`src/hdl/slx_pkg.sv`:
```
// Shared types, character codes and event codes of the shell command lexer.
`default_nettype none

package slx_pkg;

   localparam int CHAR_W     = 8;
   localparam int KIND_W     = 2;
   localparam int OP_W       = 3;
   localparam int QUOTE_W    = 2;
   localparam int PEND_W     = 3;
   localparam int MAX_EVENTS = 4;
   localparam int SLOTS      = 6;
   localparam int CNT_W      = $clog2(MAX_EVENTS + 1);
   localparam int IDX_W      = $clog2(MAX_EVENTS);

   // Character codes.
   localparam logic [CHAR_W-1:0] CH_SQUOTE = 8'h27;
   localparam logic [CHAR_W-1:0] CH_DQUOTE = 8'h22;
   localparam logic [CHAR_W-1:0] CH_BSLASH = 8'h5C;
   localparam logic [CHAR_W-1:0] CH_PIPE   = 8'h7C;
   localparam logic [CHAR_W-1:0] CH_GT     = 8'h3E;
   localparam logic [CHAR_W-1:0] CH_LT     = 8'h3C;
   localparam logic [CHAR_W-1:0] CH_AMP    = 8'h26;
   localparam logic [CHAR_W-1:0] CH_TWO    = 8'h32;
   localparam logic [CHAR_W-1:0] CH_ZERO   = 8'h30;
   localparam logic [CHAR_W-1:0] CH_NINE   = 8'h39;
   localparam logic [CHAR_W-1:0] CH_SPACE  = 8'h20;
   localparam logic [CHAR_W-1:0] CH_TAB    = 8'h09;
   localparam logic [CHAR_W-1:0] CH_CR     = 8'h0D;

   // Event kinds.
   localparam logic [KIND_W-1:0] KIND_BYTE     = 2'd0;
   localparam logic [KIND_W-1:0] KIND_WORD_END = 2'd1;
   localparam logic [KIND_W-1:0] KIND_OP       = 2'd2;
   localparam logic [KIND_W-1:0] KIND_LINE     = 2'd3;

   // Operator codes.
   localparam logic [OP_W-1:0] OP_PIPE       = 3'd0;
   localparam logic [OP_W-1:0] OP_OUT        = 3'd1;
   localparam logic [OP_W-1:0] OP_APPEND     = 3'd2;
   localparam logic [OP_W-1:0] OP_IN         = 3'd3;
   localparam logic [OP_W-1:0] OP_AMP_OUT    = 3'd4;
   localparam logic [OP_W-1:0] OP_ERR_OUT    = 3'd5;
   localparam logic [OP_W-1:0] OP_ERR_APPEND = 3'd6;

   // Quote modes.
   localparam logic [QUOTE_W-1:0] Q_NONE   = 2'd0;
   localparam logic [QUOTE_W-1:0] Q_SINGLE = 2'd1;
   localparam logic [QUOTE_W-1:0] Q_DOUBLE = 2'd2;
   localparam logic [QUOTE_W-1:0] Q_ESCAPE = 2'd3;

   // Lookahead codes.
   localparam logic [PEND_W-1:0] PEND_NONE   = 3'd0;
   localparam logic [PEND_W-1:0] PEND_GT     = 3'd1;
   localparam logic [PEND_W-1:0] PEND_AMP    = 3'd2;
   localparam logic [PEND_W-1:0] PEND_DIGIT  = 3'd3;
   localparam logic [PEND_W-1:0] PEND_TWO_GT = 3'd4;

   typedef struct packed {
      logic [KIND_W-1:0] kind;
      logic [CHAR_W-1:0] char_out;
      logic [OP_W-1:0]   op_code;
      logic              line_end;
      logic              run_last;
   } slx_event_type;

   typedef struct packed {
      logic [QUOTE_W-1:0] quote;
      logic [PEND_W-1:0]  pend_kind;
      logic [CHAR_W-1:0]  pend_byte;
      logic               word_open;
   } slx_state_type;

   function automatic logic is_space(input logic [CHAR_W-1:0] c);
      return (c == CH_SPACE) || ((c >= CH_TAB) && (c <= CH_CR));
   endfunction

   function automatic logic is_digit(input logic [CHAR_W-1:0] c);
      return (c >= CH_ZERO) && (c <= CH_NINE);
   endfunction

   function automatic slx_event_type byte_event(input logic [CHAR_W-1:0] c);
      slx_event_type e;
      e          = '0;
      e.kind     = KIND_BYTE;
      e.char_out = c;
      return e;
   endfunction

   function automatic slx_event_type op_event(input logic [OP_W-1:0] op);
      slx_event_type e;
      e         = '0;
      e.kind    = KIND_OP;
      e.op_code = op;
      return e;
   endfunction

   function automatic slx_event_type end_event();
      slx_event_type e;
      e      = '0;
      e.kind = KIND_WORD_END;
      return e;
   endfunction

endpackage

`default_nettype wire

```
`src/hdl/slx_ifs.sv`:
```
// Request and response channel interfaces of the shell command lexer.
`default_nettype none

interface slx_req_if;
   logic                      valid;
   logic                      ready;
   logic [slx_pkg::CHAR_W-1:0] char_in;
   logic                      line_last;

   modport source (output valid, output char_in, output line_last, input ready);
   modport sink   (input valid, input char_in, input line_last, output ready);
endinterface

interface slx_rsp_if;
   logic                       valid;
   logic                       ready;
   logic [slx_pkg::KIND_W-1:0] kind;
   logic [slx_pkg::CHAR_W-1:0] char_out;
   logic [slx_pkg::OP_W-1:0]   op_code;
   logic                       line_end;
   logic                       run_last;

   modport source (output valid, output kind, output char_out, output op_code,
                   output line_end, output run_last, input ready);
   modport sink   (input valid, input kind, input char_out, input op_code,
                   input line_end, input run_last, output ready);
endinterface

`default_nettype wire

```
`src/hdl/slx_decode.sv`:
```
// Lexer step logic: turns one byte and the lexer state into events and the next state.
`default_nettype none

module slx_decode (
   input  logic [slx_pkg::CHAR_W-1:0]                       char_in,
   input  logic                                             line_last,
   input  slx_pkg::slx_state_type                           state,
   output slx_pkg::slx_state_type                           state_nx,
   output slx_pkg::slx_event_type [slx_pkg::MAX_EVENTS-1:0] events,
   output logic [slx_pkg::CNT_W-1:0]                        count
);
   import slx_pkg::*;

   slx_event_type [SLOTS-1:0] slot_evt;
   logic [SLOTS-1:0]          slot_vld;
   slx_state_type             nx;
   logic                      to_unquoted;
   logic                      is_gt;
   logic [CNT_W-1:0]          cnt;
   logic [IDX_W-1:0]          last_idx;

   always_comb begin
      slot_evt    = '0;
      slot_vld    = '0;
      nx          = state;
      to_unquoted = 1'b0;
      is_gt       = (char_in == CH_GT);

      case (state.quote)
         Q_SINGLE: begin
            if (char_in == CH_SQUOTE) begin
               nx.quote = Q_NONE;
            end else begin
               slot_vld[1]  = 1'b1;
               slot_evt[1]  = byte_event(char_in);
               nx.word_open = 1'b1;
            end
         end
         Q_DOUBLE: begin
            if (char_in == CH_DQUOTE) begin
               nx.quote = Q_NONE;
            end else if (char_in == CH_BSLASH && !line_last) begin
               nx.quote = Q_ESCAPE;
            end else begin
               slot_vld[1]  = 1'b1;
               slot_evt[1]  = byte_event(char_in);
               nx.word_open = 1'b1;
            end
         end
         Q_ESCAPE: begin
            slot_vld[1]  = 1'b1;
            slot_evt[1]  = byte_event(char_in);
            nx.word_open = 1'b1;
            nx.quote     = Q_DOUBLE;
         end
         default: begin
            nx.pend_kind = PEND_NONE;
            nx.pend_byte = '0;
            to_unquoted  = 1'b1;
            // Resolve the lookahead left by the previous byte.
            case (state.pend_kind)
               PEND_GT: begin
                  slot_vld[0] = 1'b1;
                  slot_evt[0] = op_event(is_gt ? OP_APPEND : OP_OUT);
                  to_unquoted = !is_gt;
               end
               PEND_AMP: begin
                  slot_vld[0] = 1'b1;
                  if (is_gt) begin
                     slot_evt[0] = op_event(OP_AMP_OUT);
                     to_unquoted = 1'b0;
                  end else begin
                     slot_evt[0]  = byte_event(CH_AMP);
                     nx.word_open = 1'b1;
                  end
               end
               PEND_DIGIT: begin
                  if (is_gt) begin
                     to_unquoted  = 1'b0;
                     slot_vld[0]  = state.word_open;
                     slot_evt[0]  = end_event();
                     nx.word_open = 1'b0;
                     if (state.pend_byte == CH_TWO) begin
                        nx.pend_kind = PEND_TWO_GT;
                     end else begin
                        slot_vld[1] = 1'b1;
                        slot_evt[1] = op_event(OP_ERR_OUT);
                     end
                  end else begin
                     slot_vld[0]  = 1'b1;
                     slot_evt[0]  = byte_event(state.pend_byte);
                     nx.word_open = 1'b1;
                  end
               end
               PEND_TWO_GT: begin
                  slot_vld[0] = 1'b1;
                  slot_evt[0] = op_event(is_gt ? OP_ERR_APPEND : OP_ERR_OUT);
                  to_unquoted = !is_gt;
               end
               default: ;
            endcase

            if (to_unquoted) begin
               if (char_in == CH_SQUOTE) begin
                  nx.quote = Q_SINGLE;
               end else if (char_in == CH_DQUOTE) begin
                  nx.quote = Q_DOUBLE;
               end else if (char_in == CH_PIPE || char_in == CH_LT) begin
                  slot_vld[1]  = nx.word_open;
                  slot_evt[1]  = end_event();
                  nx.word_open = 1'b0;
                  slot_vld[2]  = 1'b1;
                  slot_evt[2]  = op_event((char_in == CH_PIPE) ? OP_PIPE : OP_IN);
               end else if (is_gt || char_in == CH_AMP) begin
                  slot_vld[1]  = nx.word_open;
                  slot_evt[1]  = end_event();
                  nx.word_open = 1'b0;
                  nx.pend_kind = is_gt ? PEND_GT : PEND_AMP;
               end else if (is_digit(char_in)) begin
                  nx.pend_kind = PEND_DIGIT;
                  nx.pend_byte = char_in;
               end else if (is_space(char_in)) begin
                  slot_vld[1]  = nx.word_open;
                  slot_evt[1]  = end_event();
                  nx.word_open = 1'b0;
               end else begin
                  slot_vld[1]  = 1'b1;
                  slot_evt[1]  = byte_event(char_in);
                  nx.word_open = 1'b1;
               end
            end
         end
      endcase

      // At line end the lookahead resolves as if nothing followed and the open word closes.
      if (line_last) begin
         case (nx.pend_kind)
            PEND_GT: begin
               slot_vld[3] = 1'b1;
               slot_evt[3] = op_event(OP_OUT);
            end
            PEND_AMP: begin
               slot_vld[3]  = 1'b1;
               slot_evt[3]  = byte_event(CH_AMP);
               nx.word_open = 1'b1;
            end
            PEND_DIGIT: begin
               slot_vld[3]  = 1'b1;
               slot_evt[3]  = byte_event(nx.pend_byte);
               nx.word_open = 1'b1;
            end
            PEND_TWO_GT: begin
               slot_vld[3] = 1'b1;
               slot_evt[3] = op_event(OP_ERR_OUT);
            end
            default: ;
         endcase
         slot_vld[4]  = nx.word_open;
         slot_evt[4]  = end_event();
         slot_vld[5]  = ~|slot_vld[4:0];
         slot_evt[5]  = '0;
         slot_evt[5].kind = KIND_LINE;
         nx           = '0;
      end
   end

   // Pack the valid slots into the event list and flag its last entry.
   always_comb begin
      events   = '0;
      cnt      = '0;
      last_idx = '0;
      for (int s = 0; s < SLOTS; s++) begin
         if (slot_vld[s] && cnt < CNT_W'(MAX_EVENTS)) begin
            events[cnt[IDX_W-1:0]] = slot_evt[s];
            cnt                    = cnt + CNT_W'(1);
         end
      end
      if (cnt != '0) begin
         last_idx                   = cnt[IDX_W-1:0] - IDX_W'(1);
         events[last_idx].run_last  = 1'b1;
         events[last_idx].line_end  = line_last;
      end
   end

   assign count    = cnt;
   assign state_nx = nx;

endmodule

`default_nettype wire

```
`src/hdl/shell_command_lexer_top.sv`:
```
// Top level of the shell command lexer: lexer state, event list register and handshakes.
`default_nettype none

// Takes one command-line byte per request and returns its token events (word bytes,
// word ends, operators, or a bare line-end marker) one per response. A byte is
// decoded in the cycle it is accepted and its up to four events are written into a
// small event register that drains one event per cycle while the consumer is ready.
// A new byte is accepted in the same cycle as the last pending event leaves, so bytes
// giving at most one event stream at one per cycle under that condition; others hold
// the next byte until their events have left. After reset the block is ready at once.

module shell_command_lexer_top (
   input logic        clock,
   input logic        reset,
   slx_req_if.sink    req_ch,
   slx_rsp_if.source  rsp_ch
);
   import slx_pkg::*;

   slx_state_type                    state_ff;
   slx_state_type                    state_in;
   slx_state_type                    state_dec;
   slx_event_type [MAX_EVENTS-1:0]   dec_events;
   logic [CNT_W-1:0]                 dec_count;
   slx_event_type [MAX_EVENTS-1:0]   evt_ff;
   slx_event_type [MAX_EVENTS-1:0]   evt_in;
   logic [CNT_W-1:0]                 cnt_ff;
   logic [CNT_W-1:0]                 cnt_in;
   logic                             take_req;
   logic                             pop_rsp;

   slx_decode u_decode (
      .char_in   (req_ch.char_in),
      .line_last (req_ch.line_last),
      .state     (state_ff),
      .state_nx  (state_dec),
      .events    (dec_events),
      .count     (dec_count)
   );

   assign pop_rsp      = rsp_ch.valid && rsp_ch.ready;
   assign req_ch.ready = (cnt_ff == '0) || (cnt_ff == CNT_W'(1) && rsp_ch.ready);
   assign take_req     = req_ch.valid && req_ch.ready;

   always_comb begin
      state_in = state_ff;
      evt_in   = evt_ff;
      cnt_in   = cnt_ff;
      if (take_req) begin
         state_in = state_dec;
         evt_in   = dec_events;
         cnt_in   = dec_count;
      end else if (pop_rsp) begin
         for (int i = 0; i < MAX_EVENTS - 1; i++) begin
            evt_in[i] = evt_ff[i + 1];
         end
         cnt_in = cnt_ff - CNT_W'(1);
      end
   end

   always_ff @(posedge clock) begin
      if (reset) begin
         state_ff <= '0;
         cnt_ff   <= '0;
      end else begin
         state_ff <= state_in;
         cnt_ff   <= cnt_in;
      end
   end

   always_ff @(posedge clock) begin
      evt_ff <= evt_in;
   end

   assign rsp_ch.valid    = (cnt_ff != '0);
   assign rsp_ch.kind     = evt_ff[0].kind;
   assign rsp_ch.char_out = evt_ff[0].char_out;
   assign rsp_ch.op_code  = evt_ff[0].op_code;
   assign rsp_ch.line_end = evt_ff[0].line_end;
   assign rsp_ch.run_last = evt_ff[0].run_last;

endmodule

`default_nettype wire

```
`src/flat_wrapper.sv`:
```
// flat-port wrapper written by rule: the top's interface ports become plain ports
module shell_command_lexer_top_flat import slx_pkg::*;
  (clock, reset, req_ch_valid, req_ch_char_in, req_ch_line_last, req_ch_ready, rsp_ch_valid, rsp_ch_kind, rsp_ch_char_out, rsp_ch_op_code, rsp_ch_line_end, rsp_ch_run_last, rsp_ch_ready);
  slx_req_if req_ch_i ();
  slx_rsp_if rsp_ch_i ();
  input logic clock;
  input logic reset;
  input wire logic [$bits(req_ch_i.valid)-1:0] req_ch_valid;
  input wire logic [$bits(req_ch_i.char_in)-1:0] req_ch_char_in;
  input wire logic [$bits(req_ch_i.line_last)-1:0] req_ch_line_last;
  output wire logic [$bits(req_ch_i.ready)-1:0] req_ch_ready;
  output wire logic [$bits(rsp_ch_i.valid)-1:0] rsp_ch_valid;
  output wire logic [$bits(rsp_ch_i.kind)-1:0] rsp_ch_kind;
  output wire logic [$bits(rsp_ch_i.char_out)-1:0] rsp_ch_char_out;
  output wire logic [$bits(rsp_ch_i.op_code)-1:0] rsp_ch_op_code;
  output wire logic [$bits(rsp_ch_i.line_end)-1:0] rsp_ch_line_end;
  output wire logic [$bits(rsp_ch_i.run_last)-1:0] rsp_ch_run_last;
  input wire logic [$bits(rsp_ch_i.ready)-1:0] rsp_ch_ready;
  assign req_ch_i.valid = req_ch_valid;
  assign req_ch_i.char_in = req_ch_char_in;
  assign req_ch_i.line_last = req_ch_line_last;
  assign req_ch_ready = req_ch_i.ready;
  assign rsp_ch_valid = rsp_ch_i.valid;
  assign rsp_ch_kind = rsp_ch_i.kind;
  assign rsp_ch_char_out = rsp_ch_i.char_out;
  assign rsp_ch_op_code = rsp_ch_i.op_code;
  assign rsp_ch_line_end = rsp_ch_i.line_end;
  assign rsp_ch_run_last = rsp_ch_i.run_last;
  assign rsp_ch_i.ready = rsp_ch_ready;
  shell_command_lexer_top u_core (.clock(clock), .reset(reset), .req_ch(req_ch_i), .rsp_ch(rsp_ch_i));
endmodule
```
`config.mk`:
```
export PLATFORM = sky130hd
export DESIGN_NAME = shell_command_lexer_top_flat
export DESIGN_NICKNAME = d
export VERILOG_FILES = /design/src/hdl/slx_pkg.sv /design/src/hdl/slx_ifs.sv /design/src/hdl/slx_decode.sv /design/src/hdl/shell_command_lexer_top.sv /design/src/flat_wrapper.sv
export SDC_FILE = /design/constraint.sdc
export NUM_CORES = 1
export LEC_CHECK = 0
export BUFFER_PORTS_ARGS = -buffer_cell sky130_fd_sc_hd__buf_2
export CORE_UTILIZATION = 60
export CTS_CLUSTER_DIAMETER = 100
export CTS_CLUSTER_SIZE = 16
export DETAILED_ROUTE_END_ITERATION = 16
export PLACE_DENSITY = 0.83
export SLEW_MARGIN = 10
export SYNTH_ARGS = -nofsm -noshare
export SYNTH_HDL_FRONTEND = slang
export SYNTH_HIERARCHICAL = 1
export SYNTH_SLANG_ARGS = --single-unit
```
`constraint.sdc`:
```
create_clock -name clock -period 7.4 [get_ports clock]
set_input_delay 0.74 -clock clock [delete_from_list [all_inputs] [get_ports clock]]
set_output_delay 0.74 -clock clock [all_outputs]
set_load 0.05 [all_outputs]
```
==> run_results.csv <==
group,metric,value,unit
sta,slew_viol_final,0,
pwr,p_sw,0.6691,mW
sta,fin_setup_tns,0,ns
clocking,clock_latency,0.35,ns
yosys,synth-async-reset-ratio,0,
min_path,hold_path_startpoint,"u_core/cnt_ff[1]$_SDFFE_PP0P_",
yosys,synth.distinct_cells,90,
setup_path,worst_setup_path_start_kind,"primary input",
clocking,cts_tree,"built",
clocking,ctsResizeCount,0,
global_routing,grt_max_degree,61,
floorplan,coreArea,0.009328,mm2
clocking,cts_max_path_buffers,2,
yosys,syn_area,0.005829,mm2
pwr,swShare,0.3685,
setup_path,criticalPathCategory,"in2reg",
cells_and_area,synthToLayoutAreaGrowth,3.434,%
clocking,cts.clk_slew.worst_paths,0.08,ns
min_path,hold_class,"reg2reg",
run_status,status,"complete, no violations",
setup_path,crit_chain,"buf_2 > nor4b_4 > nand2_1 > o31a_1 > o31ai_1 > nor2_1 > ha_1 > nand2_1 > o21ai_1 > nor3_1 > buf_4 > or4_1 > nand3_2 > nor2_1 > inv_1 > ha_1 > o2bb2ai_1 > a31oi_1 > a21o_1 > mux2_2",
route,postRouteWirelength,14.21,mm
setup_path,crit_buf_inv,3,
global_routing,grt_overflow,0,
sta,rsz0062_at_grt,"false",
global_routing,grt_pass1_wl,23.35,mm
yosys,syn-num-nets,641,
yosys,synth_most_common_cell,"nor2_1",
yosys,yosysTopAreaCell,"edfxtp_1",
route,firstDrtPassIters,5,
place,postPlaceCellArea,0.005793,mm2
clocking,cts.sinks,77,
pwr,power.density,301.2,mW/mm2
global_routing,gr-usage-all-layers,0.2996,
floorplan,dieHeight,100.6,um
route,route.detailed.drc,0,
route,wl_per_cell,19.23,um
floorplan,initial_core_util,0.6249,
cells_and_area,diodes,0,
route,ant_nets,0,
floorplan,die_x,100.6,um
place,hpwl,10.22,mm
pwr,peakVddDrop,329.3,uV
global_routing,antenna_found_initial,0,
sta,fmax,179.2,MHz
yosys,synthFlopType,"edfxtp_1",
pwr,intPower,1.147,mW
yosys,ys_seq_area_frac,0.3675,
sta,clock_skew,0.01016,ns
min_path,whs_endpoint,"u_core/cnt_ff[1]$_SDFFE_PP0P_",
clocking,cts_root_buf,"clkbuf_8",
yosys,syn_avg_cell_area,9.433,um2
place,portBuffers,29,
yosys,ys_ff_latch,77,
cells_and_area,drive_gt1_frac,0.1967,
sta,tightestPinTransition,1.110,ns
pwr,p_clk_frac,0.209,
yosys,synth.area.top_cells,"edfxtp_1, mux2_2, dfxtp_1, nor2_1, a21oi_1",
floorplan,dieArea,0.01011,mm2
route,drtIter0Drc,648,
setup_path,slowest_delay,0.56,ns
cells_and_area,nets,629,
setup_path,required,7.51,ns
sta,setup-violations-final,0,
setup_path,rr_endpoint,"u_core/rsp_ch.op_code[0]$_DFFE_PP_",
global_routing,grt_pass1_vias,4555,
pwr,power,1.816,mW
yosys,yosys.area.top_type_share,0.3091,
sta,finalCritPeriodShare,0.7540,
clocking,ctsHtreeMaxLevel,3,
setup_path,cp_top_family,"compound AO/OA/AOI/OAI gates",
min_path,whs_path_depth,2,
yosys,yosys_warnings,6,
clocking,cts_buffers,9,
setup_path,crit_fanout,17,
pwr,sequentialPowerShare,0.412,
yosys,synth_common_cells,"nor2_1, edfxtp_1, mux2_2, nand2_1, a21oi_1",
sta,layout_min_cycle_time,5.580,ns
job,maxCapViolations,0,
setup_path,r2r_slack,2.14,ns
clocking,holdBufCountCts,0,
route,via_per_inst,6.562,
pwr,power_leakage,2.207,nW
cells_and_area,fin_area,0.006030,mm2
floorplan,rows,35,
floorplan,io_pins,30,
setup_path,cp_slowest_cell,"or4_1",
setup_path,end_kind,"flop",
sta,hold_violations,0,
place,finalWeightedCongestion,0.9592,
setup_path,cp_data_arrival_time,5.69,ns
setup_path,r2r_cells,18,
pwr,power_frac_comb,0.378,
setup_path,r2r-start,"u_core/state_ff[9]$_SDFFE_PP0P_",
yosys,synthCells,618,
sta,slew-limit-headroom,0.2599,
clocking,post_cts_buffers,0,
yosys,synth-edff-count,60,
route,num_vias,4849,
==> worst register-to-register path: cells and delay by family, from the launching register on <==
| family | cells | cell delay, ns |
|---|---|---|
| AND/OR/NAND/NOR | 6 | 1.58 |
| multiplexers | 1 | 0.18 |
| AO/OA/AOI/OAI | 7 | 1.93 |
| buffers and inverters | 1 | 0.11 |
| XOR/XNOR | 1 | 0.27 |
| flip-flops | 1 | 0.49 |
| adder cells (fa/ha/maj) | 2 | 0.59 |
==> routing by layer <==
layer  vias to the layer above  track usage  part of all wire
met2                       236       0.4789              0.45
li1                       2260            -                 -
met5                         -            0                 0
met1                      2317       0.4114              0.45
met4                         0       0.1048             0.023
met3                        36      0.04993             0.074
==> power groups by stage <==
stage	Sequential (mW)	Combinational, mW	Clock, mW
after CTS	0.751	0.695	0.387
after global placement	0.753	0.676	0
after detailed placement	0.761	0.692	0
after floorplan	0.766	0.620	0
after global routing	0.767	0.737	0.401
final	0.748	0.687	0.380
==> registers in the layout (all words and copies together) (netlist names) <==
signal / flops
u_core/rsp_ch.op_code: 3
u_core/state_ff: 14
u_core/rsp_ch.line_end: 1
u_core/rsp_ch.kind: 2
u_core/cnt_ff: 3
u_core/rsp_ch.char_out: 8
u_core/rsp_ch.run_last: 1
u_core/evt_ff: 45
==> per-stage QoR <==
| step | setup slack [ns] | utilization | hold slack [ns] | cells |
|---|---|---|---|---|
| after global placement | 1.650 | 0.6211 | 0.4790 | 724 |
| after CTS | 1.895 | 0.6464 | 0.4931 | 739 |
| after detailed placement | 1.515 | 0.6211 | 0.4761 | 724 |
| final | 1.820 | 0.6464 | 0.4886 | 739 |
| after floorplan | 2.264 | - | 0.4504 | 618 |
| after global routing | 1.434 | 0.6464 | 0.5251 | 739 |
==> cells by family after synthesis <==
| group | share of synthesized area |
|---|---|
| buffers and inverters | 0.07620 |
| xor gates and xnor gates | 0.02211 |
| adders and majority gates | 0.02146 |
| muxes | 0.09036 |
| AOI/OAI and AO/OA | 0.1865 |
| and+or+nand+nor | 0.2359 |
| DFF | 0.3675 |
==> layout make-up <==
| class | count | area (um2) |
|---|---|---|
| fill | 761 | 3298 |
| clock inverter | 6 | 112.6 |
| clock buffer | 9 | 123.9 |
| inverter | 23 | 86.33 |
| tap | 129 | 161.4 |
| sequential | 77 | 2142 |
| timing repair buffer | 31 | 160.2 |
| multi-input combinational | 464 | 3243 |
==> cell usage in the layout, fill, tap and decap left out, types with 6 or more instances in the layout <==
cell type	n
nor2_1	75
nor2b_1	6
o21a_1	6
nand3_1	32
buf_2	29
o21ai_0	27
ha_1	10
a21oi_1	33
a31oi_1	7
clkbuf_8	9
and3_1	7
xnor2_1	9
edfxtp_1	60
nand2_1	35
inv_1	22
dfxtp_1	17
and2_1	7
nand2b_1	9
a22oi_1	19
a2bb2oi_1	9
mux2_2	44
nor3_1	19
==> how the worst max path moves through the flow <==
stage / startpoint / endpoint / slack (ns) / cells after the start
2_1_floorplan: req_ch_char_in[4] / u_core/rsp_ch.line_end$_DFFE_PP_ / 2.26 / 22
5_1_grt: req_ch_char_in[1] / u_core/evt_ff[30]$_DFFE_PP_ / 1.43 / 20
6_report: req_ch_char_in[1] / u_core/evt_ff[29]$_DFFE_PP_ / 1.82 / 20
3_5_place_dp: req_ch_char_in[1] / u_core/rsp_ch.kind[1]$_DFFE_PP_ / 1.51 / 19
4_1_cts: req_ch_char_in[1] / u_core/rsp_ch.kind[1]$_DFFE_PP_ / 1.89 / 19
3_3_place_gp: req_ch_char_in[1] / u_core/rsp_ch.kind[1]$_DFFE_PP_ / 1.65 / 19
No activity file was read; power rests on OpenSTA's default activity.
